**src/hw/rtl/anchor_box_decoder_defines.svh**
```systemverilog
// Assertion macros shared by the anchor box decoder RTL.
`ifndef ANCHOR_BOX_DECODER_DEFINES_SVH
`define ANCHOR_BOX_DECODER_DEFINES_SVH

// Same-cycle implication, clocked on clk, muted while rst_n is low
`define ABD_ASSERT_IMP(lbl, ante, cons) \
    lbl: assert property (@(posedge clk) disable iff (!rst_n) (ante) |-> (cons)) \
        else $error("anchor box decoder: same-cycle check failed");

// Next-cycle implication, clocked on clk, muted while rst_n is low
`define ABD_ASSERT_NEXT(lbl, ante, cons) \
    lbl: assert property (@(posedge clk) disable iff (!rst_n) (ante) |=> (cons)) \
        else $error("anchor box decoder: next-cycle check failed");

`endif

```
**src/hw/rtl/abd_pkg.sv**
```systemverilog
// Types, widths and constant tables of the anchor box decoder.
`timescale 1ns / 1ps
`default_nettype none

package abd_pkg;

    // Coordinate and operand widths
    localparam int COORD_WIDTH     = 16;
    localparam int RAW_WIDTH       = 16;
    localparam int VAR_WIDTH       = 16;
    localparam int CFG_INDEX_WIDTH = 3;

    // Register stages from input to output register
    localparam int NUM_STAGES = 6;

    // Centre result (Q.F, a few guard bits) and signed half size widths
    localparam int CENTER_W = COORD_WIDTH + 7;
    localparam int HALF_W   = COORD_WIDTH + 24;

    // log2(e) in Q.16
    localparam logic signed [17:0] LOG2E_Q16 = 18'sd94548;

    // 2^(i/16) in Q.16 and the step to the next entry
    localparam logic [16:0] POW2_BASE [0:15] = '{
        17'd65536,  17'd68438,  17'd71468,  17'd74632,
        17'd77936,  17'd81386,  17'd84990,  17'd88753,
        17'd92682,  17'd96785,  17'd101070, 17'd105545,
        17'd110218, 17'd115098, 17'd120194, 17'd125515
    };
    localparam logic [12:0] POW2_STEP [0:15] = '{
        13'd2902, 13'd3030, 13'd3164, 13'd3304,
        13'd3450, 13'd3604, 13'd3763, 13'd3929,
        13'd4103, 13'd4285, 13'd4475, 13'd4673,
        13'd4880, 13'd5096, 13'd5321, 13'd5557
    };

    // Configuration register indexes
    typedef enum logic [CFG_INDEX_WIDTH-1:0] {
        REG_VAR_CENTER_X = 3'd0,
        REG_VAR_CENTER_Y = 3'd1,
        REG_VAR_WIDTH    = 3'd2,
        REG_VAR_HEIGHT   = 3'd3
    } cfg_reg_t;

    // Input transaction
    typedef struct packed {
        logic signed [COORD_WIDTH-1:0] anchor_xmin;
        logic signed [COORD_WIDTH-1:0] anchor_ymin;
        logic signed [COORD_WIDTH-1:0] anchor_xmax;
        logic signed [COORD_WIDTH-1:0] anchor_ymax;
        logic signed [RAW_WIDTH-1:0]   raw_dx;
        logic signed [RAW_WIDTH-1:0]   raw_dy;
        logic signed [RAW_WIDTH-1:0]   raw_dw;
        logic signed [RAW_WIDTH-1:0]   raw_dh;
    } abd_in_t;

    // Output transaction
    typedef struct packed {
        logic signed [COORD_WIDTH-1:0] box_xmin;
        logic signed [COORD_WIDTH-1:0] box_ymin;
        logic signed [COORD_WIDTH-1:0] box_xmax;
        logic signed [COORD_WIDTH-1:0] box_ymax;
        logic                          saturated;
    } abd_out_t;

    // Stage load enables and occupancy
    typedef struct packed {
        logic [NUM_STAGES-1:0] en;
        logic [NUM_STAGES-1:0] vld;
    } abd_pipe_t;

endpackage

`default_nettype wire

```
**src/hw/rtl/abd_pipe_ctrl.sv**
```systemverilog
// Valid tracking and stall control of the decoder pipeline.
`timescale 1ns / 1ps
`default_nettype none

module abd_pipe_ctrl
    import abd_pkg::*;
(
    input  wire logic clk,
    input  wire logic rst_n,
    input  wire logic in_valid,
    output logic      in_ready,
    input  wire logic out_ready,
    output logic      out_valid,
    output abd_pipe_t pipe
);

    logic [NUM_STAGES-1:0] vld_reg;
    logic [NUM_STAGES-1:0] vld_next;
    logic [NUM_STAGES-1:0] en;

    // A stage loads when it is empty or its content moves on
    always_comb
    begin
        en[NUM_STAGES-1] = !vld_reg[NUM_STAGES-1] || out_ready;
        for (int i = NUM_STAGES - 2; i >= 0; i--)
        begin
            en[i] = !vld_reg[i] || en[i+1];
        end
    end

    // Valid bits follow the data
    always_comb
    begin
        vld_next = vld_reg;
        if (en[0])
        begin
            vld_next[0] = in_valid;
        end
        for (int i = 1; i < NUM_STAGES; i++)
        begin
            if (en[i])
            begin
                vld_next[i] = vld_reg[i-1];
            end
        end
    end

    always_ff @(posedge clk or negedge rst_n)
    begin
        if (!rst_n)
        begin
            vld_reg <= '0;
        end
        else
        begin
            vld_reg <= vld_next;
        end
    end

    assign in_ready  = en[0];
    assign out_valid = vld_reg[NUM_STAGES-1];
    assign pipe.en   = en;
    assign pipe.vld  = vld_reg;

endmodule

`default_nettype wire

```
**config.mk**
```make
export PLATFORM = sky130hd
export DESIGN_NAME = abd_pipe_ctrl
export DESIGN_NICKNAME = d
export VERILOG_FILES = /design/src/hw/rtl/anchor_box_decoder_defines.svh /design/src/hw/rtl/abd_pkg.sv /design/src/hw/rtl/abd_pipe_ctrl.sv
export SDC_FILE = /design/constraint.sdc
export NUM_CORES = 1
export LEC_CHECK = 0
export ABC_AREA = 1
export BUFFER_PORTS_ARGS = -buffer_cell sky130_fd_sc_hd__buf_2
export CORE_AREA = 4 4 41 43
export CTS_CLUSTER_SIZE = 8
export DETAILED_ROUTE_END_ITERATION = 6
export DIE_AREA = 0 0 45 47
export GPL_ROUTABILITY_DRIVEN = 0
export GPL_TIMING_DRIVEN = 0
export RECOVER_POWER = 50
export SLEW_MARGIN = 15
export SYNTH_ARGS = -nofsm -noshare
export SYNTH_HDL_FRONTEND = slang
export SYNTH_SLANG_ARGS = --single-unit
```
**constraint.sdc**
```tcl
create_clock -name clk -period 1.7 [get_ports clk]
set_input_delay 0.34 -clock clk [delete_from_list [all_inputs] [get_ports clk]]
set_output_delay 0.34 -clock clk [all_outputs]
set_load 0.03 [all_outputs]
```
==> summary.txt <==
Power
  – Leakage: 0.253 nW
  – Switching power: 233 µW
  – Net Sw Frac: 0.407
  – Power, Total: 573 µW
  – Worst VDD drop: 0.000527 V
  – Internal power: 340 µW
  – Pwr per Cell Area: 1170 mW/mm²
  – Combinational power share: 0.419
  – Clock share of power: 0.251
  – Sequential cell fraction of total power: 0.330

Critical path
  – RR Startpoint: vld_reg[5]
  – Worst setup EP type: primary output
  – Crit-path max cell delay: 400 ps
  – Worst setup endpoint: pipe[7]
  – Crit path required time: 1360 ps
  – Worst Setup Path Type: reg2out
  – Crit path max-delay family: flip-flops
  – Crit Path Max Fanout: 4
  – Crit path arrival time: 1300 ps
  – Reg-to-reg endpoint: vld_reg[3]
  – Bufs and invs on worst path: 2
  – Worst-path cell chain: nand3_4 > nor2_8 > buf_4 > nand3_2 > buf_2
  – Worst path slowest cell: dfrtp_1
  – Reg2reg path depth: 4
  – Critical Path Start Type: flip-flop
  – Crit path from: vld_reg[4]
  – Critical Path Stages: 5
  – Reg2reg setup slack: 650 ps

Finish
  – Layout Area Growth over Synthesis: 63.8%
  – Fraction of layout cells with a size suffix above 1: 0.691
  – Ant. Diodes: 0
  – FF/Latch Area: 151 µm²
  – Finished Core Util: 0.378
  – Final nets: 60
  – Flip-flop count of the largest register, all copies and words added: 6
  – Area of the multi-input gates: 109 µm²
  – Fillers: 145
  – Non-filler cells, final: 70

Clock tree
  – CTS tree: built
  – Clock Sinks: 6
  – Clock-pin slew on the worst setup and hold paths: 50 ps
  – Worst-skew pair later-pin latency: 240 ps
  – Htree depth: 1
  – Cts bufs inserted: 3
  – CTS Root Buffer Type: clkbuf_4
  – Clock Path Buffers: 2

Run status
  – Status: finished, final reports clean

STA
  – Slew headroom: 0.782
  – Final Hold Viols: 0
  – Tmin final: 1640 ps
  – Worst Max-Slew Pin Slew: 327 ps
  – Clock skew: 4.53 ps
  – Final Slew Violations: 0
  – Final setup fails: 0
  – Final Cycle Share: 0.964
  – Fmax: 0.610 GHz

Global route
  – GR Overflow Total: 0
  – Largest net degree at the start of global routing: 7
  – Initial antenna violation count: 0
  – Tot GR Track Use: 0.0700
  – First-pass GRT wire length: 952 µm
  – Vias in the first global route: 241

Synth
  – Synth async-reset ratio: 1.00
  – Synth cell count leaders: 6 x dfrtp_1, 4 x inv_1, 4 x nand2_1
  – Avg Inst Size Synth: 11.1 µm²
  – Prevailing post-synth register cell: dfrtp_1
  – Syn nets: 31
  – Yosys Warn Count: 0
  – Synth unique cells: 11
  – EDFF count, synth: 0
  – Post-synthesis cell count: 27
  – Post-synthesis sequential area ratio: 0.500
  – Register bit total from synthesis: 6
  – Most frequent cell after synthesis: dfrtp_1
  – Top post-synthesis cells by area: dfrtp_1 50%, nand4_4 7.1%, nor2_8 6.7%
  – Synth top area share: 0.500
  – Cell Area, Synth: 300 µm²
  – Yosys top cell by area: dfrtp_1

Die
  – IO Pins: 18
  – Num rows: 13
  – Die Width: 45 µm
  – DIE AREA: 0.00212 mm²
  – DIE HEIGHT: 47 µm
  – Initial core utilization: 0.231
  – Core area: 0.00130 mm²

Detailed routing
  – Post-route ant nets: 0
  – Vias/cell: 3.91
  – DR iter-0 viols: 2
  – Routed len/inst: 9.19 µm
  – Routed wire length: 643 µm
  – DRT Pass-1 Iters: 4
  – Via count: 274
  – Remaining DRCs: 0

Job
  – Max-cap violations: 0

Place
  – Post-DP HPWL: 477 µm
  – Post-Place Cells: 59
  – Buffers added on ports: 17

Hold path
  – Worst min path class: in2reg
kinds of logic (layout without fill, tap and decap cells):
family	after synthesis	after routing	share of synthesized area
AND/OR/NAND/NOR	12	12	0.363
buffers and inverters	9	37	0.137
flip-flops	6	6	0.500
placed cells by master, fill, tap and decap left out, drive strengths merged:
| cell | n |
|---|---|
| nand4 | 1 |
| clkbuf | 5 |
| dfrtp | 6 |
| inv | 7 |
| nor2 | 1 |
| nand3 | 2 |
| nand2 | 7 |
| dlygate4sd3 | 1 |
| buf | 24 |
| or2 | 1 |
how the worst min path moves through the flow:
stage	from	endpoint	cells past startpoint	slack [ps]
final	in_valid	vld_reg[0]	3	290
after global routing	in_valid	vld_reg[0]	3	280
after CTS	in_valid	vld_reg[0]	3	280
after detailed placement	rst_n	vld_reg[0]	1	170
after global placement	rst_n	vld_reg[0]	1	170
after floorplan	rst_n	vld_reg[0]	0	40
metal layers:
layer  vias up  track usage  part of all wire
met2        18       0.0960              0.40
li1        135            -                 -
met5         -            0                 0
met1       121       0.0764              0.45
met3         0       0.0345              0.15
met4         0       0.0702                 0
final cells by class:
class                      count  area share
inverter                       7      0.0534
tap                           15      0.0382
multi-input combinational     12       0.221
buffer                         2      0.0305
clock buffer                   4      0.0534
sequential                     6       0.308
timing repair buffer          24       0.295
stage by stage:
stage | hold slack (ps) | area, µm² | TNS (ps) | worst slack (ps)
2_1_floorplan | 44.4 | 302 | 0 | 6.78
5_1_grt | 282 | 492 | -0.726 | -0.726
3_5_place_dp | 171 | 405 | 0 | 182
3_3_place_gp | 169 | 405 | 0 | 199
4_1_cts | 283 | 442 | 0 | 5.78
6_report | 288 | 492 | 0 | 61.5
power groups by stage:
stage / combinational (mW) / sequential [mW] / clock [mW]
after floorplan: 0.115 / 0.227 / 0
after global placement: 0.206 / 0.190 / 0
after detailed placement: 0.208 / 0.191 / 0
after CTS: 0.211 / 0.189 / 0.150
after global routing: 0.257 / 0.192 / 0.163
final: 0.240 / 0.189 / 0.144
worst reg2reg max path, cell delays in order, from the launching register on:
cell	delay [ps]
dfrtp_2	420
nand3_4	110
nor2_8	60
buf_4	130
or2_1	190
repair_timing:
| item | CTS | global route |
|---|---|---|
| endpoints found under the hold margin | 6 | 0 |
| hold buffers | 1 | 0 |
| gates resized for setup | 0 | 3 |
| setup endpoints to repair | 0 | 1 |
| setup buffers | 0 | 6 |
Note: power is estimated with default switching activity, not from simulation.
