===== src/hw/rtl/anchor_box_decoder_defines.svh =====
// Assertion macros shared by the anchor box decoder RTL.
`ifndef ANCHOR_BOX_DECODER_DEFINES_SVH
`define ANCHOR_BOX_DECODER_DEFINES_SVH

// Same-cycle implication, clocked on clk, muted while rst_n is low
`define ABD_ASSERT_IMP(lbl, ante, cons) \
    lbl: assert property (@(posedge clk) disable iff (!rst_n) (ante) |-> (cons)) \
        else $error("anchor box decoder: same-cycle check failed");

// Next-cycle implication, clocked on clk, muted while rst_n is low
`define ABD_ASSERT_NEXT(lbl, ante, cons) \
    lbl: assert property (@(posedge clk) disable iff (!rst_n) (ante) |=> (cons)) \
        else $error("anchor box decoder: next-cycle check failed");

`endif


===== src/hw/rtl/abd_pkg.sv =====
// Types, widths and constant tables of the anchor box decoder.
`timescale 1ns / 1ps
`default_nettype none

package abd_pkg;

    // Coordinate and operand widths
    localparam int COORD_WIDTH     = 16;
    localparam int RAW_WIDTH       = 16;
    localparam int VAR_WIDTH       = 16;
    localparam int CFG_INDEX_WIDTH = 3;

    // Register stages from input to output register
    localparam int NUM_STAGES = 6;

    // Centre result (Q.F, a few guard bits) and signed half size widths
    localparam int CENTER_W = COORD_WIDTH + 7;
    localparam int HALF_W   = COORD_WIDTH + 24;

    // log2(e) in Q.16
    localparam logic signed [17:0] LOG2E_Q16 = 18'sd94548;

    // 2^(i/16) in Q.16 and the step to the next entry
    localparam logic [16:0] POW2_BASE [0:15] = '{
        17'd65536,  17'd68438,  17'd71468,  17'd74632,
        17'd77936,  17'd81386,  17'd84990,  17'd88753,
        17'd92682,  17'd96785,  17'd101070, 17'd105545,
        17'd110218, 17'd115098, 17'd120194, 17'd125515
    };
    localparam logic [12:0] POW2_STEP [0:15] = '{
        13'd2902, 13'd3030, 13'd3164, 13'd3304,
        13'd3450, 13'd3604, 13'd3763, 13'd3929,
        13'd4103, 13'd4285, 13'd4475, 13'd4673,
        13'd4880, 13'd5096, 13'd5321, 13'd5557
    };

    // Configuration register indexes
    typedef enum logic [CFG_INDEX_WIDTH-1:0] {
        REG_VAR_CENTER_X = 3'd0,
        REG_VAR_CENTER_Y = 3'd1,
        REG_VAR_WIDTH    = 3'd2,
        REG_VAR_HEIGHT   = 3'd3
    } cfg_reg_t;

    // Input transaction
    typedef struct packed {
        logic signed [COORD_WIDTH-1:0] anchor_xmin;
        logic signed [COORD_WIDTH-1:0] anchor_ymin;
        logic signed [COORD_WIDTH-1:0] anchor_xmax;
        logic signed [COORD_WIDTH-1:0] anchor_ymax;
        logic signed [RAW_WIDTH-1:0]   raw_dx;
        logic signed [RAW_WIDTH-1:0]   raw_dy;
        logic signed [RAW_WIDTH-1:0]   raw_dw;
        logic signed [RAW_WIDTH-1:0]   raw_dh;
    } abd_in_t;

    // Output transaction
    typedef struct packed {
        logic signed [COORD_WIDTH-1:0] box_xmin;
        logic signed [COORD_WIDTH-1:0] box_ymin;
        logic signed [COORD_WIDTH-1:0] box_xmax;
        logic signed [COORD_WIDTH-1:0] box_ymax;
        logic                          saturated;
    } abd_out_t;

    // Stage load enables and occupancy
    typedef struct packed {
        logic [NUM_STAGES-1:0] en;
        logic [NUM_STAGES-1:0] vld;
    } abd_pipe_t;

endpackage

`default_nettype wire


===== src/hw/rtl/abd_half_size.sv =====
// Signed half size along one axis, anchor size times exp of the log offset.
`timescale 1ns / 1ps
`default_nettype none

module abd_half_size
    import abd_pkg::*;
(
    input  wire logic                          clk,
    input  wire abd_pipe_t                     pipe,
    input  wire logic signed [COORD_WIDTH-1:0] lo,
    input  wire logic signed [COORD_WIDTH-1:0] hi,
    input  wire logic signed [RAW_WIDTH-1:0]   raw,
    input  wire logic        [VAR_WIDTH-1:0]   var_scale,
    output logic signed [HALF_W-1:0]           half
);

    localparam int SW  = COORD_WIDTH + 1;  // corner difference
    localparam int TW  = 32;               // raw * variance, Q.27
    localparam int LW  = 49;               // times log2(e)
    localparam int PW  = COORD_WIDTH + 17; // mantissa times size
    localparam int HMW = HALF_W - 1;       // half size magnitude

    logic signed [TW-1:0]  t1_reg;
    logic signed [SW-1:0]  s1_reg;
    logic signed [LW-1:0]  tl2_reg;
    logic signed [SW-1:0]  s2_reg;
    logic signed [5:0]     k3_reg;
    logic [16:0]           base3_reg;
    logic [24:0]           dr3_reg;
    logic [COORD_WIDTH-1:0] mag3_reg;
    logic                  neg3_reg;
    logic [PW-1:0]         p4_reg;
    logic signed [5:0]     k4_reg;
    logic                  neg4_reg;
    logic signed [HALF_W-1:0] half5_reg;

    logic signed [TW:0]    t_prod;
    logic signed [LW:0]    tl_prod;
    logic signed [21:0]    u;
    logic [3:0]            idx;
    logic [11:0]           frac;
    logic [COORD_WIDTH-1:0] mag;
    logic [16:0]           mant;
    logic signed [6:0]     e;
    logic [5:0]            sh_m1;
    logic [PW-1:0]         q;
    logic [PW:0]           q_inc;
    logic [HMW-1:0]        h;
    logic signed [HALF_W-1:0] hs;

    // Stage 1: scale the raw log offset
    assign t_prod = (TW + 1)'(raw) * (TW + 1)'(signed'({1'b0, var_scale}));

    // Stage 2: convert to base 2
    assign tl_prod = (LW + 1)'(t1_reg) * (LW + 1)'(LOG2E_Q16);

    // Stage 3: split into integer and fraction, table lookup
    assign u    = tl2_reg[LW-1:27];
    assign idx  = u[15:12];
    assign frac = u[11:0];
    assign mag  = s2_reg[SW-1] ? COORD_WIDTH'(-s2_reg) : COORD_WIDTH'(s2_reg);

    // Stage 4: interpolated mantissa
    assign mant = base3_reg + 17'(dr3_reg >> 12);

    // Stage 5: scale by 2^(k-17), right shifts round half up
    assign e     = 7'(k4_reg) - 7'sd17;
    assign sh_m1 = 6'(~e);
    assign q     = p4_reg >> sh_m1;
    assign q_inc = {1'b0, q} + (PW + 1)'(1);

    always_comb
    begin
        if (e[6])
        begin
            h = HMW'(q_inc[PW:1]);
        end
        else
        begin
            h = HMW'(p4_reg) << e[2:0];
        end
    end

    assign hs = signed'({1'b0, h});

    always_ff @(posedge clk)
    begin
        if (pipe.en[0])
        begin
            t1_reg <= t_prod[TW-1:0];
            s1_reg <= SW'(hi) - SW'(lo);
        end
        if (pipe.en[1])
        begin
            tl2_reg <= tl_prod[LW-1:0];
            s2_reg  <= s1_reg;
        end
        if (pipe.en[2])
        begin
            k3_reg    <= u[21:16];
            base3_reg <= POW2_BASE[idx];
            dr3_reg   <= 25'(POW2_STEP[idx]) * 25'(frac);
            mag3_reg  <= mag;
            neg3_reg  <= s2_reg[SW-1];
        end
        if (pipe.en[3])
        begin
            p4_reg   <= PW'(mant) * PW'(mag3_reg);
            k4_reg   <= k3_reg;
            neg4_reg <= neg3_reg;
        end
        if (pipe.en[4])
        begin
            half5_reg <= neg4_reg ? -hs : hs;
        end
    end

    assign half = half5_reg;

endmodule

`default_nettype wire


===== config.mk =====
export PLATFORM = sky130hd
export DESIGN_NAME = abd_half_size
export DESIGN_NICKNAME = d
export VERILOG_FILES = /design/src/hw/rtl/anchor_box_decoder_defines.svh /design/src/hw/rtl/abd_pkg.sv /design/src/hw/rtl/abd_half_size.sv
export SDC_FILE = /design/constraint.sdc
export NUM_CORES = 2
export LEC_CHECK = 0
export BUFFER_PORTS_ARGS = -buffer_cell sky130_fd_sc_hd__buf_2
export CAP_MARGIN = 0
export CORE_MARGIN = 5
export CORE_UTILIZATION = 40
export DETAILED_ROUTE_END_ITERATION = 8
export HOLD_SLACK_MARGIN = 0.06
export RECOVER_POWER = 50
export SLEW_MARGIN = 20
export SYNTH_ARGS = -nofsm -noshare
export SYNTH_HDL_FRONTEND = slang
export SYNTH_SLANG_ARGS = --single-unit

===== constraint.sdc =====
create_clock -name clk -period 19.15 [get_ports clk]
set_input_delay 1.915 -clock clk [delete_from_list [all_inputs] [get_ports clk]]
set_output_delay 1.915 -clock clk [all_outputs]
set_load 0.02 [all_outputs]

==> metrics.cfg <==
[run_status]
status=complete, but fails checks
violations=capacitance limit, slew limit

[setup_path]
ff2ff_path_depth=24
start_kind=flop
critPathArrivalTime_ps=10570
ff2ff_setup_slack_ps=8980
r2r-start=tl2_reg[42]
reg2reg_to=dr3_reg[24]
path_class=reg -> reg
worst_ep_required_time_ps=19550
crit_fanout=49
cp-end-kind=flop

[hold_path]
min_path_cells=0
whs_endpoint=s2_reg[15]
hold_start=s1_reg[15]
hold_path_class=reg -> reg

[detailed_routing]
vias=30643
routed_via_density=5.053
wl_um=96180
first_pass_iters=6
drtIter0Drc=1424
drc=0
ant_nets=0
wl_per_cell_um=15.86

[die]
dieArea_um2=116500
floorplan.initialDensity=0.4029
pin_count=117
coreArea_um2=109000
die_x_um=341.3
row_count=121
die_height_um=341.3

[cts]
clkLatencyLatePin_ps=570
clk_pin_slew_ps=60
cts_buffers=27
cts_max_level=1
cts_setup_buffers=0
cts_resized=0
holdBufCountCts=0
numClockSinks=220
tritoncts=yes
clockBufferDepth=3
clock-root-buffer=clkbuf_16

[placement]
gp_congestion=0.8810
io_buffers=109
place_inst=6018
dp_hpwl_um=78160

[sta]
max_clock_freq_mhz=98.28
fin_skew_ps=27.11
setup_tns_ps=0
fin_crit_ps=10170
relSlewSlack=-0.8980
grt_setup_unrepaired=false
tightest_slew_ps=2847
finalHoldViolCount=0
hold_ws_ps=413.8
fin_crit_sh=0.5313
slew_viol_final=235
setup_viol=0

[grt]
grt_pass1_vias=32309
grt_overflow=0
grt_usage=0.1692
grt_first_pass_wirelength_um=164700
antenna_found_initial=2
grt_max_degree=53

[synth]
ys.flop_type=edfxtp_1
synth_cell_types=109
synthCells=4625
seq_area_frac_synth=0.1504
yosysWarnings=0
synth_async_sr_flop_share=0
synth_seq_cells=220
avgSynthCellArea_um2=9.495
synth_edf_count=220
syn_area_um2=43910

[cells_and_area]
final_cell_mix=inv_1, fa_1, nand2_1, ha_1, and2_1
fillerInstances=10697
postLayoutCoreUtil=0.4274
area_delta_synth_final_pct=6.086
nets=5911
largest_reg_flops=40
drive_gt1_frac=0.06132
finalNonFillerCells=6064
layout_commonest_cell=inv_1

[flow_run]
drv_cap=5

Yosys cell counts (all sizes together), types with 33 or more instances:
cell type,instances,area share
edfxtp,220,0.15
fa,692,0.32
buf,33,0.0056
nor2,173,0.015
xnor2,129,0.026
o21ai,106,0.012
nand3,51,0.0059
a21oi,115,0.013
nor3,70,0.0085
nand2b,43,0.0061
clkbuf,137,0.012
xor2,53,0.011
a21o,35,0.0060
nand2,513,0.044
nor2b,39,0.0056
and2,289,0.041
mux2i,49,0.011
inv,995,0.085
ha,509,0.15
metrics by stage:
step	setup slack [ps]	area, µm²
2_1_floorplan	10510	43920
3_3_place_gp	9362	45800
3_5_place_dp	9275	45800
4_1_cts	9289	46590
5_1_grt	8286	46580
6_report	8975	46590
metal layers:
metal / GRT usage / up-vias / wire (µm)
met4: 0.03324 / 0 / 1855
li1: - / 14653 / -
met1: 0.2302 / 15276 / 43670
met2: 0.2966 / 579 / 46880
met3: 0.01632 / 135 / 3771
met5: 0 / - / 0
cell families (layout without fill, tap and decap cells):
group | Yosys count | after routing | share of synthesized area
DFF | 220 | 220 | 0.1504
muxes | 101 | 101 | 0.03254
other | 2 | 5 | 0.0001710
buffers and inverters | 1169 | 1191 | 0.1027
and+or+nand+nor | 1296 | 1296 | 0.1460
xor gates and xnor gates | 182 | 182 | 0.03792
adders and majority gates | 1201 | 1201 | 0.4605
AOI/OAI and AO/OA | 454 | 454 | 0.06969
worst max-delay path: stages, from the launching register on:
cell and delay, ps:
edfxtp_1 330, clkbuf_1 1530, clkinv_1 1290, or3_1 640
o21ai_2 260, nand2_1 170, fa_1 570, inv_1 60
fa_1 430, fa_1 490, fa_1 580, fa_1 430
ha_1 300, a21o_1 170, a21o_1 170, a21oi_1 180
o221ai_1 330, o211a_1 350, o311ai_0 510, a21boi_0 260
o21a_1 260, o21a_1 200, o21ai_0 240, a21oi_1 110
a31oi_1 140
how the worst max path moves through the flow:
stage,from,to,slack (ps),cells past startpoint
floorplan,base3_reg[0],p4_reg[32],10510,36
global placement,dr3_reg[12],p4_reg[32],9360,38
detailed placement,base3_reg[0],p4_reg[32],9280,38
CTS,base3_reg[0],p4_reg[32],9290,38
global route,tl2_reg[42],dr3_reg[24],8290,24
finish,tl2_reg[42],dr3_reg[24],8980,24
final cells by class:
class | count | area [µm²] | area share
diodes | 2 | 5.005 | 0.0001074
clock buffers | 31 | 690.7 | 0.01483
clock inverters | 13 | 100.1 | 0.002149
inverters | 999 | 3750 | 0.08049
multi-input cells | 3237 | 32840 | 0.7050
flip-flops and latches | 220 | 6606 | 0.1418
well taps | 1414 | 1769 | 0.03798
repair buffers | 148 | 822.0 | 0.01765
Power is left out: the tool's default activity adds up to more than one toggle a clock period on the data nets, which glitch-free logic cannot reach.
