[config.mk]
export PLATFORM = sky130hd
export DESIGN_NAME = abd_center
export DESIGN_NICKNAME = d
export VERILOG_FILES = /design/src/hw/rtl/anchor_box_decoder_defines.svh /design/src/hw/rtl/abd_pkg.sv /design/src/hw/rtl/abd_center.sv
export SDC_FILE = /design/constraint.sdc
export NUM_CORES = 2
export LEC_CHECK = 0
export BUFFER_PORTS_ARGS = -buffer_cell sky130_fd_sc_hd__buf_2
export CAP_MARGIN = 20
export CORE_AREA = 5 5 360 362
export CTS_CLUSTER_DIAMETER = 100
export CTS_CLUSTER_SIZE = 30
export DETAILED_ROUTE_END_ITERATION = 7
export DIE_AREA = 0 0 365 367
export GPL_TIMING_DRIVEN = 0
export HOLD_SLACK_MARGIN = 0.12
export PLACE_DENSITY = 0.4
export SLEW_MARGIN = 5
export SYNTH_ARGS = -nofsm -noshare
export SYNTH_HDL_FRONTEND = slang
export SYNTH_SLANG_ARGS = --single-unit
[constraint.sdc]
create_clock -name clk -period 7.16 [get_ports clk]
set_input_delay 0.716 -clock clk [delete_from_list [all_inputs] [get_ports clk]]
set_output_delay 0.716 -clock clk [all_outputs]
set_load 0.05 [all_outputs]
[src/hw/rtl/anchor_box_decoder_defines.svh]
// Assertion macros shared by the anchor box decoder RTL.
`ifndef ANCHOR_BOX_DECODER_DEFINES_SVH
`define ANCHOR_BOX_DECODER_DEFINES_SVH

// Same-cycle implication, clocked on clk, muted while rst_n is low
`define ABD_ASSERT_IMP(lbl, ante, cons) \
    lbl: assert property (@(posedge clk) disable iff (!rst_n) (ante) |-> (cons)) \
        else $error("anchor box decoder: same-cycle check failed");

// Next-cycle implication, clocked on clk, muted while rst_n is low
`define ABD_ASSERT_NEXT(lbl, ante, cons) \
    lbl: assert property (@(posedge clk) disable iff (!rst_n) (ante) |=> (cons)) \
        else $error("anchor box decoder: next-cycle check failed");

`endif

[src/hw/rtl/abd_pkg.sv]
// Types, widths and constant tables of the anchor box decoder.
`timescale 1ns / 1ps
`default_nettype none

package abd_pkg;

    // Coordinate and operand widths
    localparam int COORD_WIDTH     = 16;
    localparam int RAW_WIDTH       = 16;
    localparam int VAR_WIDTH       = 16;
    localparam int CFG_INDEX_WIDTH = 3;

    // Register stages from input to output register
    localparam int NUM_STAGES = 6;

    // Centre result (Q.F, a few guard bits) and signed half size widths
    localparam int CENTER_W = COORD_WIDTH + 7;
    localparam int HALF_W   = COORD_WIDTH + 24;

    // log2(e) in Q.16
    localparam logic signed [17:0] LOG2E_Q16 = 18'sd94548;

    // 2^(i/16) in Q.16 and the step to the next entry
    localparam logic [16:0] POW2_BASE [0:15] = '{
        17'd65536,  17'd68438,  17'd71468,  17'd74632,
        17'd77936,  17'd81386,  17'd84990,  17'd88753,
        17'd92682,  17'd96785,  17'd101070, 17'd105545,
        17'd110218, 17'd115098, 17'd120194, 17'd125515
    };
    localparam logic [12:0] POW2_STEP [0:15] = '{
        13'd2902, 13'd3030, 13'd3164, 13'd3304,
        13'd3450, 13'd3604, 13'd3763, 13'd3929,
        13'd4103, 13'd4285, 13'd4475, 13'd4673,
        13'd4880, 13'd5096, 13'd5321, 13'd5557
    };

    // Configuration register indexes
    typedef enum logic [CFG_INDEX_WIDTH-1:0] {
        REG_VAR_CENTER_X = 3'd0,
        REG_VAR_CENTER_Y = 3'd1,
        REG_VAR_WIDTH    = 3'd2,
        REG_VAR_HEIGHT   = 3'd3
    } cfg_reg_t;

    // Input transaction
    typedef struct packed {
        logic signed [COORD_WIDTH-1:0] anchor_xmin;
        logic signed [COORD_WIDTH-1:0] anchor_ymin;
        logic signed [COORD_WIDTH-1:0] anchor_xmax;
        logic signed [COORD_WIDTH-1:0] anchor_ymax;
        logic signed [RAW_WIDTH-1:0]   raw_dx;
        logic signed [RAW_WIDTH-1:0]   raw_dy;
        logic signed [RAW_WIDTH-1:0]   raw_dw;
        logic signed [RAW_WIDTH-1:0]   raw_dh;
    } abd_in_t;

    // Output transaction
    typedef struct packed {
        logic signed [COORD_WIDTH-1:0] box_xmin;
        logic signed [COORD_WIDTH-1:0] box_ymin;
        logic signed [COORD_WIDTH-1:0] box_xmax;
        logic signed [COORD_WIDTH-1:0] box_ymax;
        logic                          saturated;
    } abd_out_t;

    // Stage load enables and occupancy
    typedef struct packed {
        logic [NUM_STAGES-1:0] en;
        logic [NUM_STAGES-1:0] vld;
    } abd_pipe_t;

endpackage

`default_nettype wire

[src/hw/rtl/abd_center.sv]
// Decoded box centre along one axis, five register stages.
`timescale 1ns / 1ps
`default_nettype none

module abd_center
    import abd_pkg::*;
(
    input  wire logic                          clk,
    input  wire abd_pipe_t                     pipe,
    input  wire logic signed [COORD_WIDTH-1:0] lo,
    input  wire logic signed [COORD_WIDTH-1:0] hi,
    input  wire logic signed [RAW_WIDTH-1:0]   raw,
    input  wire logic        [VAR_WIDTH-1:0]   var_scale,
    output logic signed [CENTER_W-1:0]         center
);

    localparam int SW   = COORD_WIDTH + 1;  // sum and difference of corners
    localparam int TW   = 32;               // raw * variance
    localparam int OW   = 25;               // scaled offset, Q.20
    localparam int OSW  = OW + SW;          // offset times size
    localparam int SUMW = COORD_WIDTH + 27; // centre accumulation

    logic signed [TW-1:0]       t1_reg;
    logic signed [SW-1:0]       c2_1_reg;
    logic signed [SW-1:0]       s1_reg;
    logic signed [OSW-1:0]      os2_reg;
    logic signed [SW-1:0]       c2_2_reg;
    logic signed [CENTER_W-1:0] cen3_reg;
    logic signed [CENTER_W-1:0] cen4_reg;
    logic signed [CENTER_W-1:0] cen5_reg;

    logic signed [TW:0]         t_prod;
    logic signed [TW:0]         t_bias;
    logic signed [OW-1:0]       ofs;
    logic signed [SUMW-1:0]     acc;

    // Stage 1: scale the raw offset, form doubled centre and size
    assign t_prod = (TW + 1)'(raw) * (TW + 1)'(signed'({1'b0, var_scale}));

    // Stage 2: round to Q.20 and multiply by the anchor size
    assign t_bias = (TW + 1)'(t1_reg) + (TW + 1)'(64);
    assign ofs    = t_bias[OW+6:7];

    // Stage 3: centre = (c2 * 2^19 + o * s + 2^19) / 2^20, floored
    assign acc = (SUMW'(c2_2_reg) <<< 19) + SUMW'(os2_reg) + (SUMW'(1) <<< 19);

    always_ff @(posedge clk)
    begin
        if (pipe.en[0])
        begin
            t1_reg   <= t_prod[TW-1:0];
            c2_1_reg <= SW'(lo) + SW'(hi);
            s1_reg   <= SW'(hi) - SW'(lo);
        end
        if (pipe.en[1])
        begin
            os2_reg  <= OSW'(ofs) * OSW'(s1_reg);
            c2_2_reg <= c2_1_reg;
        end
        if (pipe.en[2])
        begin
            cen3_reg <= acc[SUMW-1:20];
        end
        // Delay to line up with the half size path
        if (pipe.en[3])
        begin
            cen4_reg <= cen3_reg;
        end
        if (pipe.en[4])
        begin
            cen5_reg <= cen4_reg;
        end
    end

    assign center = cen5_reg;

endmodule

`default_nettype wire

==> Flow_metrics.wiki <==
{| class="wikitable"
! Metric !! Value
|-
| Worst flop-to-flop path endpoint || os2_reg[34]$_DFFE_PP_
|-
| Pins over their slew limit || 0
|-
| CP Class || flip-flop to flip-flop
|-
| Reg-to-reg setup timing slack || -60 ps
|-
| Main combinational cell family by area after synthesis || adder cells
|-
| Multiplexer area fraction after synthesis || 0
|-
| Worst setup path endpoint || os2_reg[34]$_DFFE_PP_
|-
| Post-synthesis xor/xnor area fraction || 0.0331
|-
| Max Clock Freq || 0.139 GHz
|-
| Fraction of the yosys area taken by sequential cells || 0.162
|-
| Count of mapped cells out of synthesis || 3193
|-
| Filler Cells Inserted || 13500
|-
| EDFF count, synth || 168
|-
| Sort of element at the start of the critical path || flip-flop
|-
| Area inside the core boundary || 126000 sq um
|-
| Area grow syn2layout || 15.9%
|-
| Max-cap viol count || 0
|-
| H-tree depth || 4
|-
| Depth of the most critical reg-to-reg path || 30
|-
| Headroom to the max-slew limit || 0.293
|-
| CP most frequent cell || fa_1
|-
| Number of top-level pins || 100
|-
| Total Wirelength || 89000 um
|-
| Leading cell type in the layout, fill and taps excluded || inv_1
|-
| Final clock period utilization by the worst path || 1.01
|-
| Critical Path End Type || flip-flop
|-
| Starting DRT DRC Count || 1007
|-
| Final setup violation count || 3
|-
| R2r startpoint || t1_reg[6]$_DFFE_PP_
|-
| Synth Net Count || 4169
|-
| Starting utilization of the core area || 0.247
|-
| Final routed wire length divided by cell count || 17.6 um
|-
| Top library cells by usage in the layout, fill and taps aside || inv_1 (751), fa_1 (597), nand2_1 (387), and2_1 (293), ha_1 (272)
|-
| Syn. warnings || 0
|-
| Max reg flops || 26
|-
| Largest fanout on the critical path || 6
|-
| Clock tree from TritonCTS || yes
|-
| Via count || 21200
|-
| Ys flop type || edfxtp_1
|-
| Final Hold Fails || 0
|-
| Setup slack after layout || -60.2 ps
|-
| WP data required || 7480 ps
|-
| Placer congestion estimate || 0.841
|-
| Later-pin clock latency in the skew report || 490 ps
|-
| Adder-Cell Fraction of Synth Area || 0.507
|-
| Fin Clk Skew || 16.4 ps
|-
| Floorplan die area || 134000 sq um
|-
| Final critical path time including I/O delays and setup || 7220 ps
|-
| Buffers added on ports || 92
|-
| Floorplan die height || 367 um
|-
| Clock buffer depth || 2
|-
| Largest net degree at the start of global routing || 60
|-
| Hold Crit Start || cen4_reg[2]$_DFFE_PP_
|-
| Type of the worst min-delay path || flip-flop to flip-flop
|-
| Async SR Flop Fraction || 0
|-
| Fraction of layout cells with a size suffix above 1 || 0.108
|-
| Final antenna-violating net count || 0
|-
| Share of synthesized cell area in and, or, nand and nor gates || 0.148
|-
| Number of distinct library cell variants in the gate-level netlist after synthesis || 70
|-
| Global-route wire length before repair || 141000 um
|-
| Reg clk slew, reported paths || 80 ps
|-
| Clock tree root driver cell || clkbuf_16
|-
| Vias in the first global route || 23400
|-
| Placement row count || 131
|-
| Worst Tran Pin Value || 1060 ps
|-
| Mapped Avg Cell Area || 9.78 sq um
|-
| Status || finished with violations
|-
| Crit path launch || t1_reg[6]$_DFFE_PP_
|-
| Net count reported at finish || 4357
|-
| Total global-route track usage || 0.137
|-
| Worst stage delay on the critical path || 530 ps
|-
| RSZ-0062 raised after global routing || yes
|-
| Number of hold buffers added after CTS || 0
|-
| Critical Path AT || 7540 ps
|-
| Violated checks || setup timing
|-
| Number of storage elements in the synthesis netlist || 168
|-
| Post-detailed-route via-to-cell ratio || 4.19
|-
| HPWL after detailed placement || 74700 um
|-
| # clock sinks || 168
|-
| Number of detailed-route iterations in the first pass || 5
|-
| Total CTS buffers || 17
|-
| DRC || 0
|-
| Total congestion overflow after global routing || 0
|-
| Overall die width || 365 um
|-
| Area of the mapped netlist || 31200 sq um
|-
| Worst hold slack across all endpoints || 416 ps
|-
| Compound-Gate Fraction of Synth Area || 0.0452
|-
| Initial antenna violation count || 4
|-
| Worst path slowest cell || fa_1
|-
| Pre-CTS setup slack || -1740 ps
|}
## metrics by stage
step / utilization / setup TNS [ps] / cells / instance area, sq um
after global placement: 0.267 / -47360 / 4947 / 33800
after CTS: 0.285 / -563 / 5048 / 36000
final: 0.286 / -138 / 5058 / 36200
after global routing: 0.286 / -4430 / 5056 / 36200
after detailed placement: 0.268 / -31450 / 4954 / 33900
after floorplan: - / 0 / 3193 / 31200
## how the worst min path moves through the flow
| stage | endpoint | slack [ps] | depth (start not counted) |
|---|---|---|---|
| detailed placement | c2_2_reg[14]$_DFFE_PP_ | 400 | 0 |
| global placement | cen4_reg[14]$_DFFE_PP_ | 400 | 0 |
| global route | cen4_reg[9]$_DFFE_PP_ | 420 | 0 |
| floorplan | c2_2_reg[10]$_DFFE_PP_ | 400 | 0 |
| finish | center[2]$_DFFE_PP_ | 420 | 0 |
| CTS | cen4_reg[9]$_DFFE_PP_ | 420 | 0 |
## what timing repair did
item,4_1_cts,5_1_grt
pin swaps,81,18
setup buffers,65,8
setup endpoints to repair,23,21
gates resized for setup,197,17
## routing by layer
metal / share of wire / global-route usage
met5: 0.00015 / 0
met4: 0.017 / 0.0266
met3: 0.038 / 0.0195
met2: 0.47 / 0.228
met1: 0.47 / 0.192
## cells in the mapped netlist (7+ instances only)
| cell | n | area share |
|---|---|---|
| nand2b_1 | 20 | 0.0040 |
| inv_1 | 761 | 0.092 |
| xor2_1 | 31 | 0.0087 |
| fa_1 | 611 | 0.39 |
| o21ai_0 | 24 | 0.0038 |
| a211oi_1 | 8 | 0.0019 |
| a21oi_1 | 66 | 0.011 |
| nor2b_1 | 13 | 0.0026 |
| clkbuf_1 | 100 | 0.012 |
| a31oi_1 | 7 | 0.0014 |
| nor3_1 | 29 | 0.0047 |
| nand4_1 | 8 | 0.0016 |
| ha_1 | 288 | 0.12 |
| or3_1 | 7 | 0.0014 |
| o31ai_1 | 7 | 0.0017 |
| a21o_1 | 15 | 0.0036 |
| or2_2 | 9 | 0.0018 |
| edfxtp_1 | 168 | 0.16 |
| and3_1 | 16 | 0.0032 |
| o21bai_1 | 12 | 0.0029 |
| nand2_1 | 394 | 0.047 |
| buf_2 | 7 | 0.0011 |
| xnor2_1 | 85 | 0.024 |
| o21a_1 | 9 | 0.0022 |
| nand3_1 | 31 | 0.0050 |
| and2_1 | 298 | 0.060 |
| nor2_1 | 93 | 0.011 |
## area by class of cell
type | count | area (sq um) | area share
Buffer | 105 | 558 | 0.0154
Antenna cell | 2 | 5.00 | 0.000138
Clock buffer | 17 | 425 | 0.0118
Timing Repair Buffer | 171 | 1170 | 0.0323
Multi-Input combinational cell | 2157 | 23800 | 0.659
Clock inverter | 15 | 209 | 0.00578
Tap cell | 1662 | 2080 | 0.0575
Sequential cell | 168 | 5040 | 0.139
Inverter | 761 | 2860 | 0.0791
## logic make-up after synthesis
group	after synthesis
DFF	168
buffers and inverters	868
AOI/OAI and AO/OA	204
and+or+nand+nor	937
xor gates and xnor gates	117
adders and majority gates	899
## worst max-delay path, delay by kind of cell (launching register included)
| kind | cells | cell delay [ps] |
|---|---|---|
| flip-flops | 1 | 360 |
| AND/OR/NAND/NOR | 10 | 1370 |
| adder cells (fa/ha/maj) | 8 | 3450 |
| buffers and inverters | 7 | 670 |
| XOR/XNOR | 1 | 160 |
| AO/OA/AOI/OAI | 4 | 1010 |
Power is not shown: default switching activity piles up to over one toggle a cycle in this logic, so the estimate is an artifact.
